File: src/design/sync_length_frame_deframer_core_assert.svh
// ----------------------------------------------------------------------------
// sync_length_frame_deframer_core_assert.svh
// Assertion macros used by the deframer parser.
// ----------------------------------------------------------------------------
`ifndef SYNC_LENGTH_FRAME_DEFRAMER_CORE_ASSERT_SVH
`define SYNC_LENGTH_FRAME_DEFRAMER_CORE_ASSERT_SVH

// same-cycle implication
`define SLFD_ASSERT_NOW(label, clk, rst, ante, cons, msg) \
  label: assert property (@(posedge clk) disable iff (rst) (ante) |-> (cons)) \
    else $error(msg);

// next-cycle implication
`define SLFD_ASSERT_NEXT(label, clk, rst, ante, cons, msg) \
  label: assert property (@(posedge clk) disable iff (rst) (ante) |=> (cons)) \
    else $error(msg);

`endif

File: src/design/slfd_pkg.sv
// ----------------------------------------------------------------------------
// slfd_pkg
// Types and constants of the sync/length frame deframer.
// ----------------------------------------------------------------------------
package slfd_pkg;

  localparam logic       CMD_BYTE       = 1'b0;
  localparam logic       CMD_TICK       = 1'b1;
  localparam logic       KIND_PAYLOAD   = 1'b0;
  localparam logic       KIND_VERDICT   = 1'b1;
  localparam logic [7:0] SYNC_FIRST     = 8'h41;
  localparam logic [7:0] SYNC_SECOND    = 8'h54;
  localparam logic [15:0] SUM_SEED      = 16'hAB34;
  localparam logic [7:0] TIMEOUT_RESET  = 8'd10;
  localparam logic [7:0] IDLE_MAX       = 8'hFF;

  typedef enum logic [2:0] {
    PH_HUNT    = 3'd0,
    PH_SYNC2   = 3'd1,
    PH_CMD     = 3'd2,
    PH_LEN     = 3'd3,
    PH_PAYLOAD = 3'd4,
    PH_CSUM_HI = 3'd5,
    PH_CSUM_LO = 3'd6
  } phase_t;

  typedef struct packed {
    logic       cmd;
    logic [7:0] rx_byte;
  } item_t;

  typedef struct packed {
    logic       kind;
    logic [7:0] payload_byte;
    logic [7:0] payload_index;
    logic [7:0] frame_command;
    logic [7:0] frame_length;
    logic       checksum_ok;
  } result_t;

endpackage

File: src/design/slfd_in_reg.sv
// ----------------------------------------------------------------------------
// slfd_in_reg
// Input register: captures one beat and holds it until the parser takes it.
// ----------------------------------------------------------------------------
module slfd_in_reg (
  input  logic           clk,
  input  logic           rst,
  input  logic           item_valid,
  output logic           item_stall,
  input  slfd_pkg::item_t item,
  input  logic           advance,
  output logic           held_valid,
  output slfd_pkg::item_t held
);
  import slfd_pkg::*;

  assign item_stall = held_valid && !advance;

  always_ff @(posedge clk) begin
    if (rst) begin
      held_valid <= 1'b0;
    end else if (!item_stall) begin
      held_valid <= item_valid;
    end
  end

  always_ff @(posedge clk) begin
    if (item_valid && !item_stall) begin
      held <= item;
    end
  end

endmodule

File: src/design/slfd_parser.sv
// ----------------------------------------------------------------------------
// slfd_parser
// Frame state machine, running checksum, idle timeout and result forming.
// ----------------------------------------------------------------------------
module slfd_parser (
  input  logic             clk,
  input  logic             rst,
  input  logic             cfg_we,
  input  logic [7:0]       cfg_data,
  input  logic             held_valid,
  input  slfd_pkg::item_t  held,
  input  logic             advance,
  output logic             res_valid,
  output slfd_pkg::result_t res
);
  import slfd_pkg::*;

  phase_t      phase, phase_next;
  logic [7:0]  timeout_ticks;
  logic [7:0]  command_byte, command_byte_next;
  logic [7:0]  length_byte, length_byte_next;
  logic [7:0]  byte_position, byte_position_next;
  logic [15:0] running_sum, running_sum_next;
  logic [7:0]  checksum_high, checksum_high_next;
  logic [7:0]  idle_count, idle_count_next;
  logic [7:0]  idle_inc;
  logic [7:0]  position_inc;
  logic        take;
  logic        is_byte;

  assign take         = held_valid && advance;
  assign is_byte      = (held.cmd == CMD_BYTE);
  assign idle_inc     = (idle_count == IDLE_MAX) ? idle_count : idle_count + 8'd1;
  assign position_inc = byte_position + 8'd1;

  always_ff @(posedge clk) begin
    if (rst) begin
      timeout_ticks <= TIMEOUT_RESET;
    end else if (cfg_we) begin
      timeout_ticks <= cfg_data;
    end
  end

  always_ff @(posedge clk) begin
    if (rst) begin
      phase         <= PH_HUNT;
      command_byte  <= 8'd0;
      length_byte   <= 8'd0;
      byte_position <= 8'd0;
      running_sum   <= SUM_SEED;
      checksum_high <= 8'd0;
      idle_count    <= 8'd0;
    end else begin
      phase         <= phase_next;
      command_byte  <= command_byte_next;
      length_byte   <= length_byte_next;
      byte_position <= byte_position_next;
      running_sum   <= running_sum_next;
      checksum_high <= checksum_high_next;
      idle_count    <= idle_count_next;
    end
  end

  // next state
  always_comb begin
    phase_next         = phase;
    command_byte_next  = command_byte;
    length_byte_next   = length_byte;
    byte_position_next = byte_position;
    running_sum_next   = running_sum;
    checksum_high_next = checksum_high;
    idle_count_next    = idle_count;
    if (take && !is_byte) begin
      idle_count_next = idle_inc;
      if (phase != PH_HUNT && idle_inc >= timeout_ticks) begin
        phase_next = PH_HUNT;
      end
    end else if (take) begin
      idle_count_next = 8'd0;
      unique case (phase)
        PH_SYNC2: begin
          phase_next = (held.rx_byte == SYNC_SECOND) ? PH_CMD : PH_HUNT;
        end
        PH_CMD: begin
          command_byte_next = held.rx_byte;
          running_sum_next  = SUM_SEED + {8'd0, held.rx_byte};
          phase_next        = PH_LEN;
        end
        PH_LEN: begin
          length_byte_next   = held.rx_byte;
          running_sum_next   = running_sum + {8'd0, held.rx_byte};
          byte_position_next = 8'd0;
          phase_next         = (held.rx_byte == 8'd0) ? PH_CSUM_HI : PH_PAYLOAD;
        end
        PH_PAYLOAD: begin
          running_sum_next   = running_sum + {8'd0, held.rx_byte};
          byte_position_next = position_inc;
          if (position_inc == length_byte) begin
            phase_next = PH_CSUM_HI;
          end
        end
        PH_CSUM_HI: begin
          checksum_high_next = held.rx_byte;
          phase_next         = PH_CSUM_LO;
        end
        PH_CSUM_LO: begin
          phase_next = PH_HUNT;
        end
        default: begin
          phase_next = (held.rx_byte == SYNC_FIRST) ? PH_SYNC2 : PH_HUNT;
        end
      endcase
    end
  end

  // outputs
  always_comb begin
    res_valid         = 1'b0;
    res.kind          = KIND_PAYLOAD;
    res.payload_byte  = 8'd0;
    res.payload_index = 8'd0;
    res.frame_command = command_byte;
    res.frame_length  = length_byte;
    res.checksum_ok   = 1'b0;
    if (held_valid && is_byte) begin
      unique case (phase)
        PH_PAYLOAD: begin
          res_valid         = 1'b1;
          res.payload_byte  = held.rx_byte;
          res.payload_index = byte_position;
        end
        PH_CSUM_LO: begin
          res_valid       = 1'b1;
          res.kind        = KIND_VERDICT;
          res.checksum_ok = ({checksum_high, held.rx_byte} == running_sum);
        end
        default: begin
          res_valid = 1'b0;
        end
      endcase
    end
  end

`include "sync_length_frame_deframer_core_assert.svh"

  `SLFD_ASSERT_NOW(a_verdict_phase, clk, rst, res_valid && res.kind == KIND_VERDICT, phase == PH_CSUM_LO, "verdict outside checksum low phase")
  `SLFD_ASSERT_NOW(a_index_in_frame, clk, rst, res_valid && res.kind == KIND_PAYLOAD, res.payload_index < length_byte, "payload index beyond frame length")
  `SLFD_ASSERT_NEXT(a_timeout_drop, clk, rst, take && !is_byte && phase != PH_HUNT && idle_inc >= timeout_ticks, phase == PH_HUNT, "timeout did not drop frame")

endmodule

File: src/design/slfd_out_reg.sv
// ----------------------------------------------------------------------------
// slfd_out_reg
// Result register: holds a beat until the sink takes it.
// ----------------------------------------------------------------------------
module slfd_out_reg (
  input  logic              clk,
  input  logic              rst,
  input  logic              res_valid,
  input  slfd_pkg::result_t res,
  output logic              advance,
  output logic              result_valid,
  input  logic              result_stall,
  output slfd_pkg::result_t result
);
  import slfd_pkg::*;

  assign advance = !result_valid || !result_stall;

  always_ff @(posedge clk) begin
    if (rst) begin
      result_valid <= 1'b0;
    end else if (advance) begin
      result_valid <= res_valid;
    end
  end

  always_ff @(posedge clk) begin
    if (advance && res_valid) begin
      result <= res;
    end
  end

endmodule

File: src/design/sync_length_frame_deframer_core.sv
// ----------------------------------------------------------------------------
// sync_length_frame_deframer_core
// Sync/length frame deframer with additive 16-bit checksum.
//
//   channel  | handshake                  | beat
//   ---------+----------------------------+-----------------------------
//   item     | item_valid / item_stall    | cmd, rx_byte
//   result   | result_valid / result_stall| payload byte or verdict
//   config   | cfg_we                     | cfg_data (timeout ticks)
//
// One item per cycle unless stalled; a result beat is valid in the cycle after
// its item is taken, set by the result register behind the combinational parser.
// Synchronous reset clears the frame state; timeout resets to 10 ticks.
// A stalled result holds the pipeline; item_stall rises only while the input
// register is full and the result register cannot move.
// ----------------------------------------------------------------------------
module sync_length_frame_deframer_core (
  input  logic              clk,
  input  logic              rst,
  input  logic              item_valid,
  output logic              item_stall,
  input  slfd_pkg::item_t   item,
  output logic              result_valid,
  input  logic              result_stall,
  output slfd_pkg::result_t result,
  input  logic              cfg_we,
  input  logic [7:0]        cfg_data
);
  import slfd_pkg::*;

  logic    advance;
  logic    held_valid;
  item_t   held;
  logic    res_valid;
  result_t res;

  slfd_in_reg u_in_reg (
    .clk        (clk),
    .rst        (rst),
    .item_valid (item_valid),
    .item_stall (item_stall),
    .item       (item),
    .advance    (advance),
    .held_valid (held_valid),
    .held       (held)
  );

  slfd_parser u_parser (
    .clk        (clk),
    .rst        (rst),
    .cfg_we     (cfg_we),
    .cfg_data   (cfg_data),
    .held_valid (held_valid),
    .held       (held),
    .advance    (advance),
    .res_valid  (res_valid),
    .res        (res)
  );

  slfd_out_reg u_out_reg (
    .clk          (clk),
    .rst          (rst),
    .res_valid    (res_valid),
    .res          (res),
    .advance      (advance),
    .result_valid (result_valid),
    .result_stall (result_stall),
    .result       (result)
  );

endmodule
File: config.mk
export PLATFORM = sky130hd
export DESIGN_NAME = sync_length_frame_deframer_core
export DESIGN_NICKNAME = d
export VERILOG_FILES = /design/src/design/slfd_pkg.sv /design/src/design/slfd_in_reg.sv /design/src/design/slfd_parser.sv /design/src/design/slfd_out_reg.sv /design/src/design/sync_length_frame_deframer_core.sv
export VERILOG_INCLUDE_DIRS = /design/src /design/src/design
export SDC_FILE = /design/constraint.sdc
export NUM_CORES = 1
export LEC_CHECK = 0
export BUFFER_PORTS_ARGS = -buffer_cell sky130_fd_sc_hd__buf_2
export CORE_ASPECT_RATIO = 0.8
export CORE_MARGIN = 4
export CORE_UTILIZATION = 60
export DETAILED_ROUTE_END_ITERATION = 16
export GPL_TIMING_DRIVEN = 1
export MAX_ROUTING_LAYER = met4
export PLACE_DENSITY = 0.91
export SYNTH_ARGS = -nofsm -noshare
export SYNTH_HDL_FRONTEND = slang
export SYNTH_HIERARCHICAL = 1
export SYNTH_SLANG_ARGS = --single-unit
export TNS_END_PERCENT = 50
File: constraint.sdc
create_clock -name clk -period 7.1 [get_ports clk]
set_input_delay 0.355 -clock clk [delete_from_list [all_inputs] [get_ports clk]]
set_output_delay 0.355 -clock clk [all_outputs]
set_load 0.005 [all_outputs]
==> run metrics, run 1 <==
run status finished, final reports clean; global-route wire length before repair 21200 um; Setup Viol. Count Final 0; Synth Instances 593; top fanout value on the critical path 15; post-synthesis register bit count 112; source-to-sink clock delay at the later pin of the worst-skew pair 0.35 ns; Leak 2.167 nW; Post-Layout Inst Area 6210 um2; Setup Fix Bufs, Post-CTS 0; Worst Skew 0.01205 ns; Adder-Cell Fraction of Synth Area 0.05050; GRT Resource Usage Total 0.2508; number of sinks driven by the clock tree 112; achievable clock frequency 0.3078 GHz; synthesized area per cell 9.442 um2; post-synthesis share of cell area spent on xor and xnor gates 0.04223; residual overflow from global routing 0; per-cell via count in the routed design 6.162; CTS tree yes; Cell Count, Final, Fillers Out 751; max-cap viol count 0; Post-CTS Hold Fix Bufs 0; Hold Path Origin item[7]; share of total power in combinational logic 0.054; share of total power in the clock network 0.401; number of buffers created by CTS 9; Critical Path Sink Type register; depth of the most critical reg-to-reg path 11; headroom to the max-slew limit 0.2353; clk root buf sky130_fd_sc_hd__clkbuf_16; Tcrit/Tclk final 0.4576; ratio of total power to cell area 202.8 nW/um2; placed cell count 735; time the final worst path needs with I/O delays and setup 3.249 ns; number of core rows 31; Total Die Area 10950 um2; Post-DRT Antenna Nets 0; clock transition at the registers of the reported paths 0.08 ns; RR Endpoint u_parser/length_byte[4]; cell area after placement 5914 um2; Die Span X 116.0 um; I/O Pins 58; Critical Path Start Type register; Setup CP Type register to register; total via count in the routed design 4628; buffers added on ports 57; setup TNS 0 ns; Critical Path RT 7.34 ns; Die Y-Extent 94.40 um; number of global-route vias before repair 4331; initial antenna violation count 0; sequential fraction of design power 0.545; share of synthesized registers carrying an async set or reset 0; CTS resizes 0; fraction of final layout cells sized beyond drive strength 1 0.1399; crit path DAT 3.48 ns; area occupied by multi-input gates 2689 um2; total wire length after detailed routing 13270 um; first-iteration detailed-routing DRC count 422; Starting Density 0.6169; Filler cells 714; multiplexer share of the synthesized area 0.03464; remaining routing DRC violations 0; Internal Pwr Total 0.9469 mW; maximum number of pins on one net before global-route repair 62; area inside the core boundary 9076 um2; Netlist cell types 60; routed wire length per instance 17.67 um; Switching Share 0.2481; HPWL Detailed 9142 um; post-synthesis simple-gate area fraction 0.2139; share of synthesized area occupied by flip-flops and latches 0.4773; GPL Wtd Cong 0.9223; Slew @ Worst Pin 1.138 ns; top cells by area in the synthesized netlist sky130_fd_sc_hd__dfxtp_1 (25%), sky130_fd_sc_hd__edfxtp_1 (23%), sky130_fd_sc_hd__ha_1 (4.7%); setup slack of the most critical reg-to-reg path 3.85 ns; number of endpoints with negative hold slack in the final report 0; buffer levels on the longest clock path 2; Area Overhead vs Synth 10.91%; startpoint of the most critical register-to-register path u_parser/idle_count[4]; maximum resistive drop on vdd 0.1245 mV; EDFF count, synth 43; Switching Power 0.3125 mW; RSZ-0062 raised after global routing no; count of pins over their slew limit 0; Hold Path Depth 1; Post-Synthesis Net Count 637; H-tree depth 3; total number of nets in the final design 675; dominant combinational cell family by area after synthesis simple AND/OR/NAND/NOR gates; fraction of post-synthesis cell area in the top cell type by area 0.2467; kind of path behind the tightest hold check input port to register; cell area after synthesis 5599 um2; post-synthesis compound-gate area fraction 0.1390; antenna diode instance count 0; register area 2673 um2; cell type with the largest total area after synthesis sky130_fd_sc_hd__dfxtp_1; commonest register cell after synthesis sky130_fd_sc_hd__dfxtp_1; Yosys warnings 6; endpoint of the worst hold path u_in_reg/held[7]; DR pass1 iterations 5
-- sequential cells by signal (all words and copies together), names as in the netlist, 3 cells and up --
signal                  count
u_parser/timeout_ticks      8
u_parser/phase              3
u_parser/length_byte        8
u_parser/running_sum       16
u_parser/idle_count         8
u_parser/checksum_high      8
u_out_reg/result           34
u_parser/command_byte       8
u_in_reg/held               9
u_parser/byte_position      8
-- logic make-up after synthesis --
group / count (synthesis)
adders and majority gates: 22
muxes: 19
buffers and inverters: 58
and+or+nand+nor: 235
xor gates and xnor gates: 27
DFF: 112
AOI/OAI and AO/OA: 120
-- metrics by stage --
step / total power, mW / hold WS [ns] / utilization / worst slack [ns]
6_report: 1.259 / 0.1823 / 0.6842 / 3.851
2_1_floorplan: 0.7430 / 0.4081 / - / 4.150
4_1_cts: 1.263 / 0.1731 / 0.6842 / 3.893
3_3_place_gp: 0.7655 / 0.4117 / 0.6516 / 4.027
5_1_grt: 1.301 / 0.1724 / 0.6842 / 3.643
3_5_place_dp: 0.7676 / 0.4222 / 0.6516 / 3.954
-- cell usage after synthesis, drive strengths merged, types with 5 or more instances --
library cell	instances
nand2	49
nor2	57
a31o	5
ha	21
buf	11
or3	7
o21ai	18
nand2b	8
o211ai	6
nor3	19
a22oi	5
clkbuf	24
and2	17
nor2b	6
inv	22
a21oi	41
a31oi	6
o31ai	7
xor2	8
nand3	24
xnor2	19
or4	6
a211oi	7
dfxtp	69
mux2i	16
edfxtp	43
o21a	5
nor4	20
nand4	6
-- per-layer routing --
| metal | vias up | GRT usage | wire length (um) | share of wire |
|---|---|---|---|---|
| li1 | 2219 | - | - | - |
| met1 | 2181 | 0.3312 | 5843 | 0.44 |
| met2 | 210 | 0.4037 | 6287 | 0.47 |
| met3 | 18 | 0.03972 | 986 | 0.074 |
| met4 | 0 | 0.07053 | 149 | 0.011 |
| met5 | - | - | 0 | 0 |
-- cells in the final DEF, fill, tap and decap left out, types with 6 or more instances in the layout --
| cell | Yosys | final |
|---|---|---|
| sky130_fd_sc_hd__ha_1 | 21 | 21 |
| sky130_fd_sc_hd__or3_1 | 7 | 7 |
| sky130_fd_sc_hd__nand3_1 | 24 | 24 |
| sky130_fd_sc_hd__dfxtp_1 | 69 | 69 |
| sky130_fd_sc_hd__edfxtp_1 | 43 | 43 |
| sky130_fd_sc_hd__nor3_1 | 18 | 18 |
| sky130_fd_sc_hd__nor4_1 | 20 | 20 |
| sky130_fd_sc_hd__o211ai_1 | 6 | 6 |
| sky130_fd_sc_hd__nand2_1 | 49 | 49 |
| sky130_fd_sc_hd__clkbuf_16 | 0 | 9 |
| sky130_fd_sc_hd__mux2i_1 | 16 | 16 |
| sky130_fd_sc_hd__xor2_1 | 8 | 8 |
| sky130_fd_sc_hd__o21ai_0 | 18 | 18 |
| sky130_fd_sc_hd__buf_2 | 6 | 57 |
| sky130_fd_sc_hd__inv_1 | 22 | 22 |
| sky130_fd_sc_hd__nor2_1 | 57 | 57 |
| sky130_fd_sc_hd__a21oi_1 | 41 | 41 |
| sky130_fd_sc_hd__xnor2_1 | 19 | 19 |
| sky130_fd_sc_hd__and2_1 | 16 | 16 |
| sky130_fd_sc_hd__or4_1 | 6 | 6 |
| sky130_fd_sc_hd__o31ai_1 | 7 | 7 |
| sky130_fd_sc_hd__a211oi_1 | 6 | 6 |
| sky130_fd_sc_hd__nand4_1 | 6 | 6 |
| sky130_fd_sc_hd__a31oi_1 | 6 | 6 |
| sky130_fd_sc_hd__nand2b_1 | 8 | 8 |
-- worst max path at each step --
stage	start	endpoint	slack [ns]	cells after the start
floorplan	u_parser/idle_count[0]	u_parser/length_byte[0]	4.15	12
global placement	u_parser/idle_count[4]	u_parser/length_byte[5]	4.03	11
detailed placement	u_parser/idle_count[0]	u_parser/length_byte[4]	3.95	11
CTS	u_parser/idle_count[4]	u_parser/length_byte[4]	3.89	11
global route	u_parser/idle_count[0]	u_parser/length_byte[4]	3.64	11
finish	u_parser/idle_count[4]	u_parser/length_byte[4]	3.85	11
-- power by group through the flow --
stage	Sequential [mW]	Clock, mW	Combinational (mW)
floorplan	0.690	0	0.0528
global placement	0.701	0	0.0644
detailed placement	0.701	0	0.0663
CTS	0.686	0.510	0.0672
global route	0.688	0.538	0.0759
finish	0.687	0.504	0.0684
-- critical path, stage by stage (launching register included) --
cell and delay [ns]:
sky130_fd_sc_hd__dfxtp_1 0.43, sky130_fd_sc_hd__and4_1 0.26, sky130_fd_sc_hd__nand4_1 0.29, sky130_fd_sc_hd__nand4_1 0.23, sky130_fd_sc_hd__xnor2_1 0.10, sky130_fd_sc_hd__ha_1 0.28
sky130_fd_sc_hd__nand3_1 0.11, sky130_fd_sc_hd__nor4_1 0.31, sky130_fd_sc_hd__o21ai_0 0.13, sky130_fd_sc_hd__buf_4 0.20, sky130_fd_sc_hd__or3_1 0.49, sky130_fd_sc_hd__a31o_2 0.30
-- final cells by class --
cell class | instances | area share
clock buffers | 9 | 0.03627
clock inverters | 7 | 0.01128
inverters | 23 | 0.01390
multi-input cells | 423 | 0.4330
flip-flops and latches | 112 | 0.4304
well taps | 115 | 0.02317
repair buffers | 62 | 0.05198
(Power assumes the default switching activity.)
==> run 2, diff against run 1 <==
Settings changed: CORE_UTILIZATION 60 to 53, PLACE_DENSITY 0.91 to 0.86.
Clock period 7.1 ns to 2.7 ns, I/O delays scaled along.
==> run metrics, run 2 (same netlist as run 1, synthesis figures left out) <==
time the final worst path needs with I/O delays and setup 2.739 ns (-0.5095 ns); GPL Wtd Cong 0.9345 (+1.3%); maximum number of pins on one net before global-route repair 61 (-1.6%); I/O Pins 58 (unchanged); total via count in the routed design 4962 (+7.2%); violated checks negative setup slack; register area 2680 um2 (+0.28%); number of flip-flops in the largest register 34 (unchanged); leading cell type in the layout, fill and taps excluded sky130_fd_sc_hd__dfxtp_1; fraction of final layout cells sized beyond drive strength 1 0.2315 (+0.09161); ratio of total power to cell area 485.5 nW/um2 (+140%); number of global-route vias before repair 4700 (+8.5%); number of core rows 33 (+6.5%); clock transition at the registers of the reported paths 0.07 ns (about the same); Post-Layout Inst Area 6922 um2 (+11%); max-cap viol count 0 (unchanged); number of buffers created by CTS 9 (unchanged); remaining routing DRC violations 0 (unchanged); Slew @ Worst Pin 0.8893 ns (-0.2491 ns); H-tree depth 3 (unchanged); antenna diode instance count 0 (unchanged); Critical path buffers and inverters 2 (+1); clk root buf sky130_fd_sc_hd__clkbuf_16; count of pins over their slew limit 0 (unchanged); source-to-sink clock delay at the later pin of the worst-skew pair 0.36 ns (about the same); maximum resistive drop on vdd 0.3987 mV (+220%); run status finished, violations left; residual overflow from global routing 0 (unchanged); achievable clock frequency 0.3651 GHz (+19%); post-route worst setup slack -0.03922 ns (-3.891 ns); total wire length after detailed routing 14240 um (+7.3%); final core occ 0.6732 (-0.01094); register ranked first by flip-flop count u_out_reg/result; Critical Path RT 2.99 ns (-4.35 ns); Most common cell on crit path sky130_fd_sc_hd__buf_6; routed wire length per instance 17.13 um (-3.0%); Die Span X 122.9 um (+6.0%); GRT Resource Usage Total 0.2459 (-0.004925); top fanout value on the critical path 5 (-10); headroom to the max-slew limit 0.4059 (+0.1707); area occupied by multi-input gates 2903 um2 (+8.0%); Critical Path Start Type register; biggest regs u_out_reg/result: 34 flops, u_parser/running_sum: 16 flops, u_in_reg/held: 9 flops; global-route wire length before repair 23200 um (+9.5%); share of total power in the clock network 0.389 (-0.012); Area Overhead vs Synth 23.62%; initial antenna violation count 0 (unchanged); crit path DAT 3.03 ns (-0.45 ns); per-cell via count in the routed design 5.971 (-3.1%); Setup CP Type register to register; Cell Count, Final, Fillers Out 831 (+11%); Starting Density 0.5446 (-0.07230); Setup Viol. Count Final 5 (+5); kind of path behind the tightest hold check input port to register; Worst Skew 0.008470 ns (-0.003585 ns); RSZ-0062 raised after global routing yes; critical-path cell list and4_4 -> nand4_1 -> buf_6 -> mux2_4 -> ha_4 -> a211oi_4 -> nor4_4 -> o21ai_4 -> buf_6 -> or4_1 -> a21oi_1; cell area after placement 6215 um2 (+5.1%); total number of nets in the final design 730 (+8.1%); family with the most delay on the worst path simple AND/OR/NAND/NOR gates; sequential fraction of design power 0.530 (-0.015); buffers added on ports 57 (unchanged); CTS tree yes; Switching Share 0.2485 (+0.0003416); number of sinks driven by the clock tree 112 (unchanged); number of endpoints with negative hold slack in the final report 0 (unchanged); slowest cell delay on critical path 0.47 ns (-0.02 ns); Switching Power 0.8350 mW (+170%); buffer levels on the longest clock path 2 (unchanged); Tcrit/Tclk final 1.015 (+0.5570); DR pass1 iterations 5 (unchanged); Post-DRT Antenna Nets 0 (unchanged); leading cell types in the layout, fill and taps excluded sky130_fd_sc_hd__dfxtp_1 (63), sky130_fd_sc_hd__buf_2 (57), sky130_fd_sc_hd__nor2_1 (56); Worst Hold Slack 0.01218 ns (-0.1701 ns); critical path's slowest cell sky130_fd_sc_hd__or4_1; Filler cells 796 (+11%); placed cell count 794 (+8.0%); Final Power 3.360 mW (+170%); Critical Path Sink Type register; share of total power in combinational logic 0.081 (+0.027); area inside the core boundary 10280 um2 (+13%); Total Die Area 12280 um2 (+12%); first-iteration detailed-routing DRC count 513 (+22%); HPWL Detailed 9806 um (+7.3%); Die Y-Extent 99.93 um (+5.9%); Internal Pwr Total 2.525 mW (+170%); Leak 2.497 nW (+15%)
[run 2: cell types whose count changed in the layout (fill, tap and decap cells not counted), sizes merged]
cell         before  now
buf              62  102
clkinv            4    3
clkinvlp          0    1
dlygate4sd3       0   15
[run 2: repair_timing]
item / CTS / global route
setup buffers: 6 / 0
setup endpoints to repair: 12 / 12
endpoints found under the hold margin: 15 / 0
hold buffers: 15 / 0
pin swaps: 8 / 19
resized for setup: 20 / 23
[run 2: per-layer routing]
layer / global-route usage / vias to the layer above / part of all wire
met5: - / - / 0
met4: 0.08176 / 0 / 0.026
met3: 0.05465 / 43 / 0.090
met2: 0.3759 / 248 / 0.46
met1: 0.3259 / 2334 / 0.43
li1: - / 2337 / -
[run 2: layout make-up]
| cell class | count | area share |
|---|---|---|
| clock inverter | 7 | 0.009219 |
| sequential | 112 | 0.3872 |
| tap | 140 | 0.02531 |
| inverter | 23 | 0.01247 |
| multi-input combinational | 423 | 0.4194 |
| clock buffer | 9 | 0.03254 |
| timing repair buffer | 117 | 0.1139 |
[run 2: through the flow]
| stage | worst slack, ns | setup TNS [ns] |
|---|---|---|
| 2_1_floorplan | 0.002137 | 0 |
| 3_3_place_gp | -0.1260 | -1.091 |
| 3_5_place_dp | -0.2581 | -2.428 |
| 4_1_cts | -0.004811 | -0.009124 |
| 5_1_grt | -0.1292 | -0.9266 |
| 6_report | -0.03922 | -0.1595 |
[run 2: worst register-to-register path, delay by kind of cell, from the launching register on]
kind / cells / cell delay (ns)
buf+inv: 2 / 0.31
fa+ha+maj: 1 / 0.28
compound gates: 3 / 0.31
flops: 1 / 0.33
simple gates: 4 / 1.12
mux: 1 / 0.33
[run 2: final timing paths]
path	startpoint	endpoint	slack (ns)	cells past startpoint
worst max register to register	u_parser/idle_count[3]	u_parser/length_byte[1]	-0.04	11
worst min register to register	u_parser/command_byte[0]	u_out_reg/result[9]	0.44	0
worst min-delay path	cfg_data[7]	u_parser/timeout_ticks[7]	0.01	3
worst max-delay path	u_parser/idle_count[3]	u_parser/length_byte[1]	-0.04	11
[run 2: power groups by stage]
stage	clock network, mW	registers (mW)	logic (mW)
after floorplan	0	1.82	0.141
after global placement	0	1.82	0.221
after detailed placement	0	1.82	0.229
after CTS	1.33	1.78	0.263
after global routing	1.40	1.78	0.299
final	1.31	1.78	0.274
